**src/rtl/montgomery_modular_exponentiation_top_defines.svh**
```systemverilog
// ----------------------------------------------------------------------------
// Montgomery exponentiation assertion macros
// Assertion helpers for the exponentiation block. They compile to nothing
// when SYNTHESIS is defined.
// ----------------------------------------------------------------------------
`ifndef MONTGOMERY_MODULAR_EXPONENTIATION_TOP_DEFINES_SVH
`define MONTGOMERY_MODULAR_EXPONENTIATION_TOP_DEFINES_SVH

`ifndef SYNTHESIS

// Property must hold at every clock edge outside reset
`define MME_ASSERT(lbl, clk, rst_n, prop, msg) \
    lbl: assert property (@(posedge clk) disable iff (!rst_n) (prop)) \
        else $error(msg);

// Condition must never be true outside reset
`define MME_ASSERT_NEVER(lbl, clk, rst_n, cond, msg) \
    lbl: assert property (@(posedge clk) disable iff (!rst_n) !(cond)) \
        else $error(msg);

`else

`define MME_ASSERT(lbl, clk, rst_n, prop, msg)
`define MME_ASSERT_NEVER(lbl, clk, rst_n, cond, msg)

`endif

`endif

```
**src/rtl/mme_pkg.sv**
```systemverilog
// ----------------------------------------------------------------------------
// mme_pkg
// Types shared by the exponentiation controller, the cell row and the cells.
// ----------------------------------------------------------------------------
`timescale 1ns / 1ps
`default_nettype none

package mme_pkg;

    // Operation strobes for the cell row, one at most per cycle
    typedef struct packed {
        logic clear;   // accumulator to zero
        logic step;    // one radix-2 Montgomery iteration
        logic fix;     // final conditional subtract of the modulus
    } mme_ctl_t;

    // Link from one cell to the next higher cell
    typedef struct packed {
        logic [1:0] carry;   // add carry, 0..2
        logic       borrow;  // subtract borrow
    } mme_link_t;

endpackage

`default_nettype wire

```
**src/rtl/mme_cell.sv**
```systemverilog
// ----------------------------------------------------------------------------
// mme_cell
// One bit of the Montgomery accumulator: adds its share of b and the modulus,
// passes its sum bit down for the halving shift, and holds one subtract stage.
// ----------------------------------------------------------------------------
`timescale 1ns / 1ps
`default_nettype none

module mme_cell (
    input  wire                      aclk,
    input  wire mme_pkg::mme_ctl_t   ctl,
    input  wire                      ai,        // current multiplier bit
    input  wire                      q,         // reduction bit from the low cell
    input  wire                      ge,        // accumulator >= modulus
    input  wire                      b_bit,
    input  wire                      md_bit,
    input  wire mme_pkg::mme_link_t  link_in,   // from lower neighbor
    output mme_pkg::mme_link_t       link_out,  // to upper neighbor
    input  wire                      hi_sum,    // sum bit of upper neighbor
    output logic                     sum_bit,
    output logic                     acc_bit
);

    logic       acc_reg;
    logic       acc_next;
    logic [2:0] total;
    logic       diff;

    // Bit-level add: acc + ai*b + q*md + carry in
    assign total = {2'b00, acc_reg} + {2'b00, ai & b_bit} + {2'b00, q & md_bit}
                 + {1'b0, link_in.carry};
    assign sum_bit        = total[0];
    assign link_out.carry = total[2:1];

    // Bit-level subtract of the modulus
    assign diff            = acc_reg ^ md_bit ^ link_in.borrow;
    assign link_out.borrow = (~acc_reg & md_bit) | (~(acc_reg ^ md_bit) & link_in.borrow);

    // Next accumulator bit
    always_comb begin
        acc_next = acc_reg;
        if (ctl.clear) begin
            acc_next = 1'b0;
        end else if (ctl.step) begin
            acc_next = hi_sum;
        end else if (ctl.fix) begin
            acc_next = ge ? diff : acc_reg;
        end
    end

    always_ff @(posedge aclk) begin
        acc_reg <= acc_next;
    end

    assign acc_bit = acc_reg;

endmodule

`default_nettype wire

```
**src/rtl/mme_row.sv**
```systemverilog
// ----------------------------------------------------------------------------
// mme_row
// Row of WIDTH+2 accumulator cells forming a bit-serial radix-2 Montgomery
// multiplier. Each step adds ai*b and q*M and halves; fix subtracts M once.
// ----------------------------------------------------------------------------
`timescale 1ns / 1ps
`default_nettype none

module mme_row #(
    parameter int WIDTH = 32
) (
    input  wire                      aclk,
    input  wire mme_pkg::mme_ctl_t   ctl,
    input  wire                      ai,
    input  wire [WIDTH-1:0]          b,
    input  wire [WIDTH-1:0]          md,
    output logic [WIDTH+1:0]         acc
);

    localparam int N = WIDTH + 2;

    logic [N-1:0]       b_ext;
    logic [N-1:0]       md_ext;
    logic [N:0]         sum_w;
    mme_pkg::mme_link_t link_w [0:N];
    logic               q;
    logic               ge;

    assign b_ext  = {2'b00, b};
    assign md_ext = {2'b00, md};

    // Reduction bit makes the low sum bit zero
    assign q = acc[0] ^ (ai & b_ext[0]);

    // Chain ends
    assign link_w[0] = '0;
    assign sum_w[N]  = 1'b0;

    // No final borrow means acc >= M
    assign ge = ~link_w[N].borrow;

    for (genvar j = 0; j < N; j++) begin : g_cell
        mme_cell u_cell (
            .aclk     (aclk),
            .ctl      (ctl),
            .ai       (ai),
            .q        (q),
            .ge       (ge),
            .b_bit    (b_ext[j]),
            .md_bit   (md_ext[j]),
            .link_in  (link_w[j]),
            .link_out (link_w[j+1]),
            .hi_sum   (sum_w[j+1]),
            .sum_bit  (sum_w[j]),
            .acc_bit  (acc[j])
        );
    end

endmodule

`default_nettype wire

```
**src/rtl/montgomery_modular_exponentiation_top.sv**
```systemverilog
// ----------------------------------------------------------------------------
// montgomery_modular_exponentiation_top
// Computes base^exponent mod M for each input word, M set over APB at offset 0
// (reset value 3). M must be odd and at least 3, else the result word is 0
// with tuser set. One word is worked on at a time; a new one is taken while
// the previous result waits on the output. With m the bit length of M, the
// cell row does one Montgomery iteration per cycle, m per multiply, with
// load, subtract and hand-off states around each multiply.
// ----------------------------------------------------------------------------
`timescale 1ns / 1ps
`default_nettype none
`include "montgomery_modular_exponentiation_top_defines.svh"

module montgomery_modular_exponentiation_top #(
    parameter int WIDTH = 32
) (
    input  wire         aclk,
    input  wire         aresetn,
    // input words
    input  wire         s_tvalid,
    output logic        s_tready,
    input  wire [63:0]  s_tdata,   // [31:0] base, [63:32] exponent
    // result words
    output logic        m_tvalid,
    input  wire         m_tready,
    output logic [31:0] m_tdata,   // [31:0] result
    output logic        m_tuser,   // [0] bad_modulus
    // configuration
    input  wire         psel,
    input  wire         penable,
    input  wire         pwrite,
    input  wire [2:0]   paddr,
    input  wire [31:0]  pwdata,
    output logic [31:0] prdata,
    output logic        pready
);

    localparam int CW = $clog2(WIDTH);
    localparam int LW = $clog2(WIDTH + 1);
    localparam int W1 = WIDTH + 1;

    localparam logic        REG_MODULUS   = 1'b0;
    localparam logic [31:0] MODULUS_RESET = 32'd3;

    typedef enum logic [3:0] {
        ST_IDLE, ST_LEN, ST_RED, ST_R2, ST_LOAD, ST_MM, ST_FIX, ST_NEXT, ST_OUT
    } state_t;

    typedef enum logic [1:0] {
        OP_IN, OP_MUL, OP_SQ, OP_OUT
    } op_t;

    // Configuration register
    logic [31:0] modulus_reg;
    logic        cfg_wr;

    assign pready = 1'b1;
    assign cfg_wr = psel && penable && pwrite && pready && (paddr[2] == REG_MODULUS);
    assign prdata = (paddr[2] == REG_MODULUS) ? modulus_reg : '0;

    always_ff @(posedge aclk) begin
        if (!aresetn) begin
            modulus_reg <= MODULUS_RESET;
        end else if (cfg_wr) begin
            modulus_reg <= pwdata;
        end
    end

    // Working modulus and its checks
    logic [WIDTH-1:0] mdw;
    logic             bad_mod;

    assign mdw     = WIDTH'(modulus_reg);
    assign bad_mod = (mdw < WIDTH'(3)) || !mdw[0];

    // Sequencer registers
    state_t           state_reg,   state_next;
    op_t              op_reg,      op_next;
    logic [CW-1:0]    cnt_reg,     cnt_next;
    logic [LW-1:0]    mlen_reg,    mlen_next;
    logic [WIDTH-1:0] base_sh_reg, base_sh_next;
    logic [WIDTH-1:0] exp_reg,     exp_next;
    logic [WIDTH-1:0] dbl_reg,     dbl_next;
    logic [WIDTH-1:0] sq_reg,      sq_next;
    logic [WIDTH-1:0] pacc_reg,    pacc_next;
    logic [WIDTH-1:0] a_sh_reg,    a_sh_next;
    logic [WIDTH-1:0] b_reg,       b_next;
    logic [WIDTH-1:0] out_res_reg, out_res_next;
    logic             out_bad_reg, out_bad_next;
    logic             m_tvalid_reg, m_tvalid_next;
    logic [WIDTH-1:0] m_res_reg,   m_res_next;
    logic             m_bad_reg,   m_bad_next;

    // Shared modular doubler: {dbl, bit} mod M
    logic             dbl_bit;
    logic [W1-1:0]    dbl_t;
    logic [W1-1:0]    md_x;
    logic [WIDTH-1:0] dbl_step;

    assign dbl_bit  = (state_reg == ST_RED) ? base_sh_reg[WIDTH-1] : 1'b0;
    assign dbl_t    = {dbl_reg, dbl_bit};
    assign md_x     = {1'b0, mdw};
    assign dbl_step = WIDTH'((dbl_t >= md_x) ? (dbl_t - md_x) : dbl_t);

    // R mod M = 2^m - M
    logic [W1-1:0]    r_pow;
    logic [WIDTH-1:0] r1;

    assign r_pow = W1'(1) << mlen_reg;
    assign r1    = WIDTH'(r_pow - md_x);

    // Cell row
    mme_pkg::mme_ctl_t ctl;
    logic [WIDTH+1:0]  row_acc;

    assign ctl.clear = (state_reg == ST_LOAD);
    assign ctl.step  = (state_reg == ST_MM);
    assign ctl.fix   = (state_reg == ST_FIX);

    mme_row #(
        .WIDTH (WIDTH)
    ) u_row (
        .aclk (aclk),
        .ctl  (ctl),
        .ai   (a_sh_reg[0]),
        .b    (b_reg),
        .md   (mdw),
        .acc  (row_acc)
    );

    // Next-state logic
    always_comb begin
        logic             mm_go;
        op_t              mm_op;
        logic [WIDTH-1:0] mm_a;
        logic [WIDTH-1:0] mm_b;
        logic             chk;
        logic [WIDTH-1:0] e_v;
        logic [WIDTH-1:0] sq_v;
        logic [WIDTH-1:0] res_v;

        state_next    = state_reg;
        op_next       = op_reg;
        cnt_next      = cnt_reg;
        mlen_next     = mlen_reg;
        base_sh_next  = base_sh_reg;
        exp_next      = exp_reg;
        dbl_next      = dbl_reg;
        sq_next       = sq_reg;
        pacc_next     = pacc_reg;
        a_sh_next     = a_sh_reg;
        b_next        = b_reg;
        out_res_next  = out_res_reg;
        out_bad_next  = out_bad_reg;
        m_tvalid_next = m_tvalid_reg && !m_tready;
        m_res_next    = m_res_reg;
        m_bad_next    = m_bad_reg;

        mm_go = 1'b0;
        mm_op = OP_IN;
        mm_a  = '0;
        mm_b  = '0;
        chk   = 1'b0;
        e_v   = exp_reg;
        sq_v  = sq_reg;
        res_v = WIDTH'(row_acc);

        case (state_reg)
            ST_IDLE: begin
                if (s_tvalid) begin
                    base_sh_next = WIDTH'(s_tdata[31:0]);
                    exp_next     = WIDTH'(s_tdata[63:32]);
                    if (bad_mod) begin
                        out_res_next = '0;
                        out_bad_next = 1'b1;
                        state_next   = ST_OUT;
                    end else begin
                        cnt_next   = CW'(WIDTH - 1);
                        state_next = ST_LEN;
                    end
                end
            end
            // scan down for the top set bit of M
            ST_LEN: begin
                if (mdw[cnt_reg]) begin
                    mlen_next  = LW'(cnt_reg) + LW'(1);
                    dbl_next   = '0;
                    cnt_next   = CW'(WIDTH - 1);
                    state_next = ST_RED;
                end else begin
                    cnt_next = cnt_reg - CW'(1);
                end
            end
            // base mod M, one base bit per cycle from the top
            ST_RED: begin
                dbl_next     = dbl_step;
                base_sh_next = base_sh_reg << 1;
                if (cnt_reg == '0) begin
                    sq_next    = dbl_step;
                    dbl_next   = r1;
                    pacc_next  = r1;
                    cnt_next   = CW'(mlen_reg - LW'(1));
                    state_next = ST_R2;
                end else begin
                    cnt_next = cnt_reg - CW'(1);
                end
            end
            // R^2 mod M by m doublings of R mod M
            ST_R2: begin
                dbl_next = dbl_step;
                if (cnt_reg == '0) begin
                    mm_go = 1'b1;
                    mm_op = OP_IN;
                    mm_a  = sq_reg;
                    mm_b  = dbl_step;
                end else begin
                    cnt_next = cnt_reg - CW'(1);
                end
            end
            ST_LOAD: begin
                state_next = ST_MM;
            end
            ST_MM: begin
                a_sh_next = a_sh_reg >> 1;
                if (cnt_reg == '0) begin
                    state_next = ST_FIX;
                end else begin
                    cnt_next = cnt_reg - CW'(1);
                end
            end
            ST_FIX: begin
                state_next = ST_NEXT;
            end
            // take the product and pick the next multiply
            ST_NEXT: begin
                case (op_reg)
                    OP_IN: begin
                        sq_next = res_v;
                        sq_v    = res_v;
                        chk     = 1'b1;
                    end
                    OP_SQ: begin
                        sq_next  = res_v;
                        sq_v     = res_v;
                        exp_next = exp_reg >> 1;
                        e_v      = exp_reg >> 1;
                        chk      = 1'b1;
                    end
                    OP_MUL: begin
                        pacc_next = res_v;
                        mm_go     = 1'b1;
                        mm_op     = OP_SQ;
                        mm_a      = sq_reg;
                        mm_b      = sq_reg;
                    end
                    OP_OUT: begin
                        out_res_next = res_v;
                        out_bad_next = 1'b0;
                        state_next   = ST_OUT;
                    end
                    default: begin
                        state_next = ST_IDLE;
                    end
                endcase
            end
            ST_OUT: begin
                if (!m_tvalid_reg || m_tready) begin
                    m_tvalid_next = 1'b1;
                    m_res_next    = out_res_reg;
                    m_bad_next    = out_bad_reg;
                    state_next    = ST_IDLE;
                end
            end
            default: begin
                state_next = ST_IDLE;
            end
        endcase

        // exponent bit scan, low bit first
        if (chk) begin
            mm_go = 1'b1;
            if (e_v == '0) begin
                mm_op = OP_OUT;
                mm_a  = pacc_reg;
                mm_b  = WIDTH'(1);
            end else if (e_v[0]) begin
                mm_op = OP_MUL;
                mm_a  = sq_v;
                mm_b  = pacc_reg;
            end else begin
                mm_op = OP_SQ;
                mm_a  = sq_v;
                mm_b  = sq_v;
            end
        end

        // launch a multiply on the cell row
        if (mm_go) begin
            a_sh_next  = mm_a;
            b_next     = mm_b;
            op_next    = mm_op;
            cnt_next   = CW'(mlen_reg - LW'(1));
            state_next = ST_LOAD;
        end
    end

    // State and registered outputs
    always_ff @(posedge aclk) begin
        if (!aresetn) begin
            state_reg    <= ST_IDLE;
            m_tvalid_reg <= 1'b0;
        end else begin
            state_reg    <= state_next;
            m_tvalid_reg <= m_tvalid_next;
            op_reg       <= op_next;
            cnt_reg      <= cnt_next;
            mlen_reg     <= mlen_next;
            base_sh_reg  <= base_sh_next;
            exp_reg      <= exp_next;
            dbl_reg      <= dbl_next;
            sq_reg       <= sq_next;
            pacc_reg     <= pacc_next;
            a_sh_reg     <= a_sh_next;
            b_reg        <= b_next;
            out_res_reg  <= out_res_next;
            out_bad_reg  <= out_bad_next;
            m_res_reg    <= m_res_next;
            m_bad_reg    <= m_bad_next;
        end
    end

    assign s_tready = (state_reg == ST_IDLE);
    assign m_tvalid = m_tvalid_reg;
    assign m_tdata  = 32'(m_res_reg);
    assign m_tuser  = m_bad_reg;

    // Checks
    `MME_ASSERT(a_bad_zero, aclk, aresetn, (m_tvalid_reg && m_bad_reg) |-> (m_res_reg == '0), "bad modulus word carries nonzero result")
    `MME_ASSERT_NEVER(a_res_range, aclk, aresetn, m_tvalid_reg && !m_bad_reg && (m_res_reg >= mdw), "result not reduced below modulus")
    `MME_ASSERT(a_one_item, aclk, aresetn, (s_tvalid && s_tready) |=> !s_tready, "second word taken while busy")
    `MME_ASSERT(a_prod_range, aclk, aresetn, (state_reg == ST_NEXT) |-> (row_acc < {2'b00, mdw}), "Montgomery product not below modulus")
    `MME_ASSERT(a_mm_run, aclk, aresetn, (state_reg == ST_MM && cnt_reg != '0) |=> (state_reg == ST_MM), "multiply left before its last iteration")

endmodule

`default_nettype wire
```
**config.mk**
```make
export PLATFORM = sky130hd
export DESIGN_NAME = montgomery_modular_exponentiation_top
export DESIGN_NICKNAME = d
export VERILOG_FILES = /design/src/rtl/mme_pkg.sv /design/src/rtl/mme_cell.sv /design/src/rtl/mme_row.sv /design/src/rtl/montgomery_modular_exponentiation_top.sv
export VERILOG_INCLUDE_DIRS = /design/src /design/src/rtl
export SDC_FILE = /design/constraint.sdc
export NUM_CORES = 1
export LEC_CHECK = 0
export BUFFER_PORTS_ARGS = -buffer_cell sky130_fd_sc_hd__buf_2
export CAP_MARGIN = 20
export CORE_AREA = 2 2 234 236
export CTS_BUF_LIST = sky130_fd_sc_hd__clkbuf_16
export DETAILED_ROUTE_END_ITERATION = 10
export DIE_AREA = 0 0 236 238
export SYNTH_ARGS = -nofsm -noshare
export SYNTH_HDL_FRONTEND = slang
export SYNTH_SLANG_ARGS = --single-unit
```
**constraint.sdc**
```tcl
create_clock -name aclk -period 50 [get_ports aclk]
set_input_delay 0 -clock aclk [delete_from_list [all_inputs] [get_ports aclk]]
set_output_delay 0 -clock aclk [all_outputs]
set_load 0.005 [all_outputs]
```
==> out/metrics.cfg <==
[sta]
maxSlewViolCount = 0
worst_slack_ps = 10230
finClkSkew_ps = 19.8
fin_setup_tns_ps = 0
fmax_mhz = 25.1
max_slew.worst_pin.slew_ps = 1090
period_share_pct = 79.5
setup_viol = 0
hold_viol_final = 0
rsz0062_at_grt = no
slew_headroom_pct = 27.2
period_needed_ps = 39770

[layout]
drive_above_1_share_pct = 11.9
design_area_mm2 = 0.0285
fin_nets = 3002
n_antenna_cell = 0
largest_register_ffs = 34
area_growth_pct = 16.7
nFillCells = 4823
stdcell_count = 3426
final_util_pct = 53.4

[setup_path]
worstPathRequired_ps = 50430
worstSetupEndpointType = register
startpoint_type = register
cp_max_fo = 31
crit_type = register to register
slowest_delay_ps = 750
critPathSlowestCell = edfxtp_1
arrival_ps = 40210
path_common_cell = inv_1

[pwr]
max-vdd-ir-drop_uv = 29.3
sw_frac_of_total_pct = 32.3
p_int_uw = 650
switching_power_uw = 310
p_comb_share_pct = 26.2
power.density_mw_per_mm2 = 33.7
p_leak_nw = 11.4
p_seq_share_pct = 41.8
p_clk_share_pct = 31.9

[status]
status = completed

[clocking]
root_buffer = clkbuf_16
cts_resized = 0
cts_tree = done
cts.reportedPaths.clkPinSlew_ps = 60
cts_htree_levels = 2
clock-sinks = 374
cts_buffer_depth = 3
clk_latency_ps = 580
cts_buffers = 43

[drt]
viasPerCell = 5.93
routed.top_layer = met4
vias = 20300
drtAntennaViolNets = 0
firstDrtPassIters = 6
wl_met1_um = 33200
wl_met2_um = 34900
drtIter0Drc = 2100
finalWirelength_um = 77800
dr_wl_met3_um = 6450
drc_errors = 0
wl_per_cell_um = 22.7

[synth]
synth-edff-count = 303
synth_cell_type_count = 83
ys.flop_type = edfxtp_1
synth_area_leaders = edfxtp_1 37%, fa_1 7.7%, dfxtp_1 5.8%
yosysSeqAreaShare_pct = 43.0
netlist_area_mm2 = 0.0244
synthArstFlopShare_pct = 0
synth.avg_cell_area_um2 = 9.88
synth_top_area_cell = edfxtp_1
synth_cells = 2474
ys_ff_latch = 374
syn-num-nets = 2780
yosys_warnings = 0
synth_top_area_share_pct = 37.2

[die]
core_area_mm2 = 0.0535
die_y_um = 238
floorplan.rows = 85
start_util_pct = 45.7
die_w_um = 236
die-area_mm2 = 0.0562
design.portCount = 174

[placement]
io_buffers = 170
placed_area_mm2 = 0.0259
pre_cts_slack_ps = 10360
place_congestion = 0.947
place_inst = 3220
dp_hpwl_um = 53400

[job]
drv_cap = 0

[grt]
grt_start_max_net_pins = 67
grt_pass1_vias = 20200
grtUsageTotal_pct = 27.6
overflow = 0
grt_pass1_wl_um = 119000
antenna_found_initial = 1

[worst_hold_path]
hold_path.class = input pin to register

-- cell usage after synthesis, types with 9 or more instances --
cell,count
o21a_1,18
nor2b_1,16
nor4_1,17
and2_1,33
a22oi_1,32
clkbuf_1,126
edfxtp_1,303
a211oi_1,57
o22ai_1,35
fa_1,94
o21ai_1,26
o211ai_1,26
nand3_1,24
nor3_1,24
mux2i_2,15
o21ai_0,129
nand2b_1,15
buf_2,16
a31oi_1,14
o221ai_1,10
a21o_1,29
dfxtp_1,71
ha_1,106
o211a_1,31
nor3b_1,9
xnor2_1,29
nor2_1,222
a222oi_1,29
mux2i_1,76
a21boi_0,37
xor2_1,22
inv_1,180
a21oi_1,113
nand2_1,336
o21bai_1,28
or3_1,10
nand4_1,18
-- metrics by stage --
step | power [mW] | hold slack [ps]
finish | 0.961 | 90.6
global route | 1.01 | 161
CTS | 0.963 | 75.2
detailed placement | 0.647 | 234
global placement | 0.641 | 228
floorplan | 0.575 | 124
-- layout make-up --
type | instances | area [um2] | area share [%]
multi-input cells | 1766 | 12700 | 44.6
flip-flops and latches | 374 | 10500 | 36.9
repair buffers | 329 | 2400 | 8.41
clock buffers | 46 | 1150 | 4.03
well taps | 696 | 871 | 3.05
inverters | 182 | 686 | 2.40
clock inverters | 33 | 189 | 0.662
-- cell usage in the layout, fill, tap and decap left out, types with 71 or more instances in the layout --
cell type      count
nor2_1           220
nand2_1          335
a21oi_1          113
dfxtp_1           71
ha_1             106
edfxtp_1         303
buf_2            170
dlygate4sd3_1    124
inv_1            196
fa_1              94
mux2i_1           76
o21ai_0          129
-- layer usage --
metal  track usage, %  up-vias
met5                0        -
met4             11.5        0
met3             5.14      167
met2             44.2      906
met1             37.0     9882
li1                 -     9351
-- power groups by stage --
| stage | clock network, mW | logic [mW] | registers [mW] |
|---|---|---|---|
| after floorplan | 0 | 0.179 | 0.396 |
| after global placement | 0 | 0.234 | 0.407 |
| after detailed placement | 0 | 0.240 | 0.408 |
| after CTS | 0.314 | 0.247 | 0.402 |
| after global routing | 0.323 | 0.279 | 0.405 |
| final | 0.307 | 0.252 | 0.402 |
-- worst max-delay path, delay by kind of cell (launching register included) --
kind	cells	cell delay [ps]
adder cells (fa/ha/maj)	93	33960
buffers and inverters	64	3990
flip-flops	1	750
XOR/XNOR	3	410
AO/OA/AOI/OAI	2	280
AND/OR/NAND/NOR	2	230
-- cell families (layout without fill, tap and decap cells) --
logic type	Yosys count	in the layout	synth area share (%)
and+or+nand+nor	752	752	13.5
AOI/OAI and AO/OA	659	659	18.2
DFF	374	374	43.0
buffers and inverters	334	590	5.39
adders and majority gates	200	200	13.1
muxes	103	103	4.83
xor gates and xnor gates	51	51	1.83
other	1	1	0.0153
-- path summary, 6_finish.rpt --
path	from	end	slack [ps]	depth (start not counted)
setup / recovery	a_sh_reg[0]$_DFFE_PP_	u_row.g_cell[32].u_cell.acc_bit$_SDFFE_PP0P_	10230	164
setup reg to reg	a_sh_reg[0]$_DFFE_PP_	u_row.g_cell[32].u_cell.acc_bit$_SDFFE_PP0P_	10230	164
hold / removal	penable	mdw[4]$_SDFFE_PN0P_	90	5
hold reg to reg	out_res_reg[27]$_SDFFCE_PN0P_	m_tdata[27]$_DFFE_PP_	420	0
-- timing repair --
| item | CTS | global route |
|---|---|---|
| endpoints found under the hold margin | 101 | 0 |
| buffers inserted | 0 | 0 |
| hold buffers | 124 | 0 |
(Power assumes the default switching activity.)
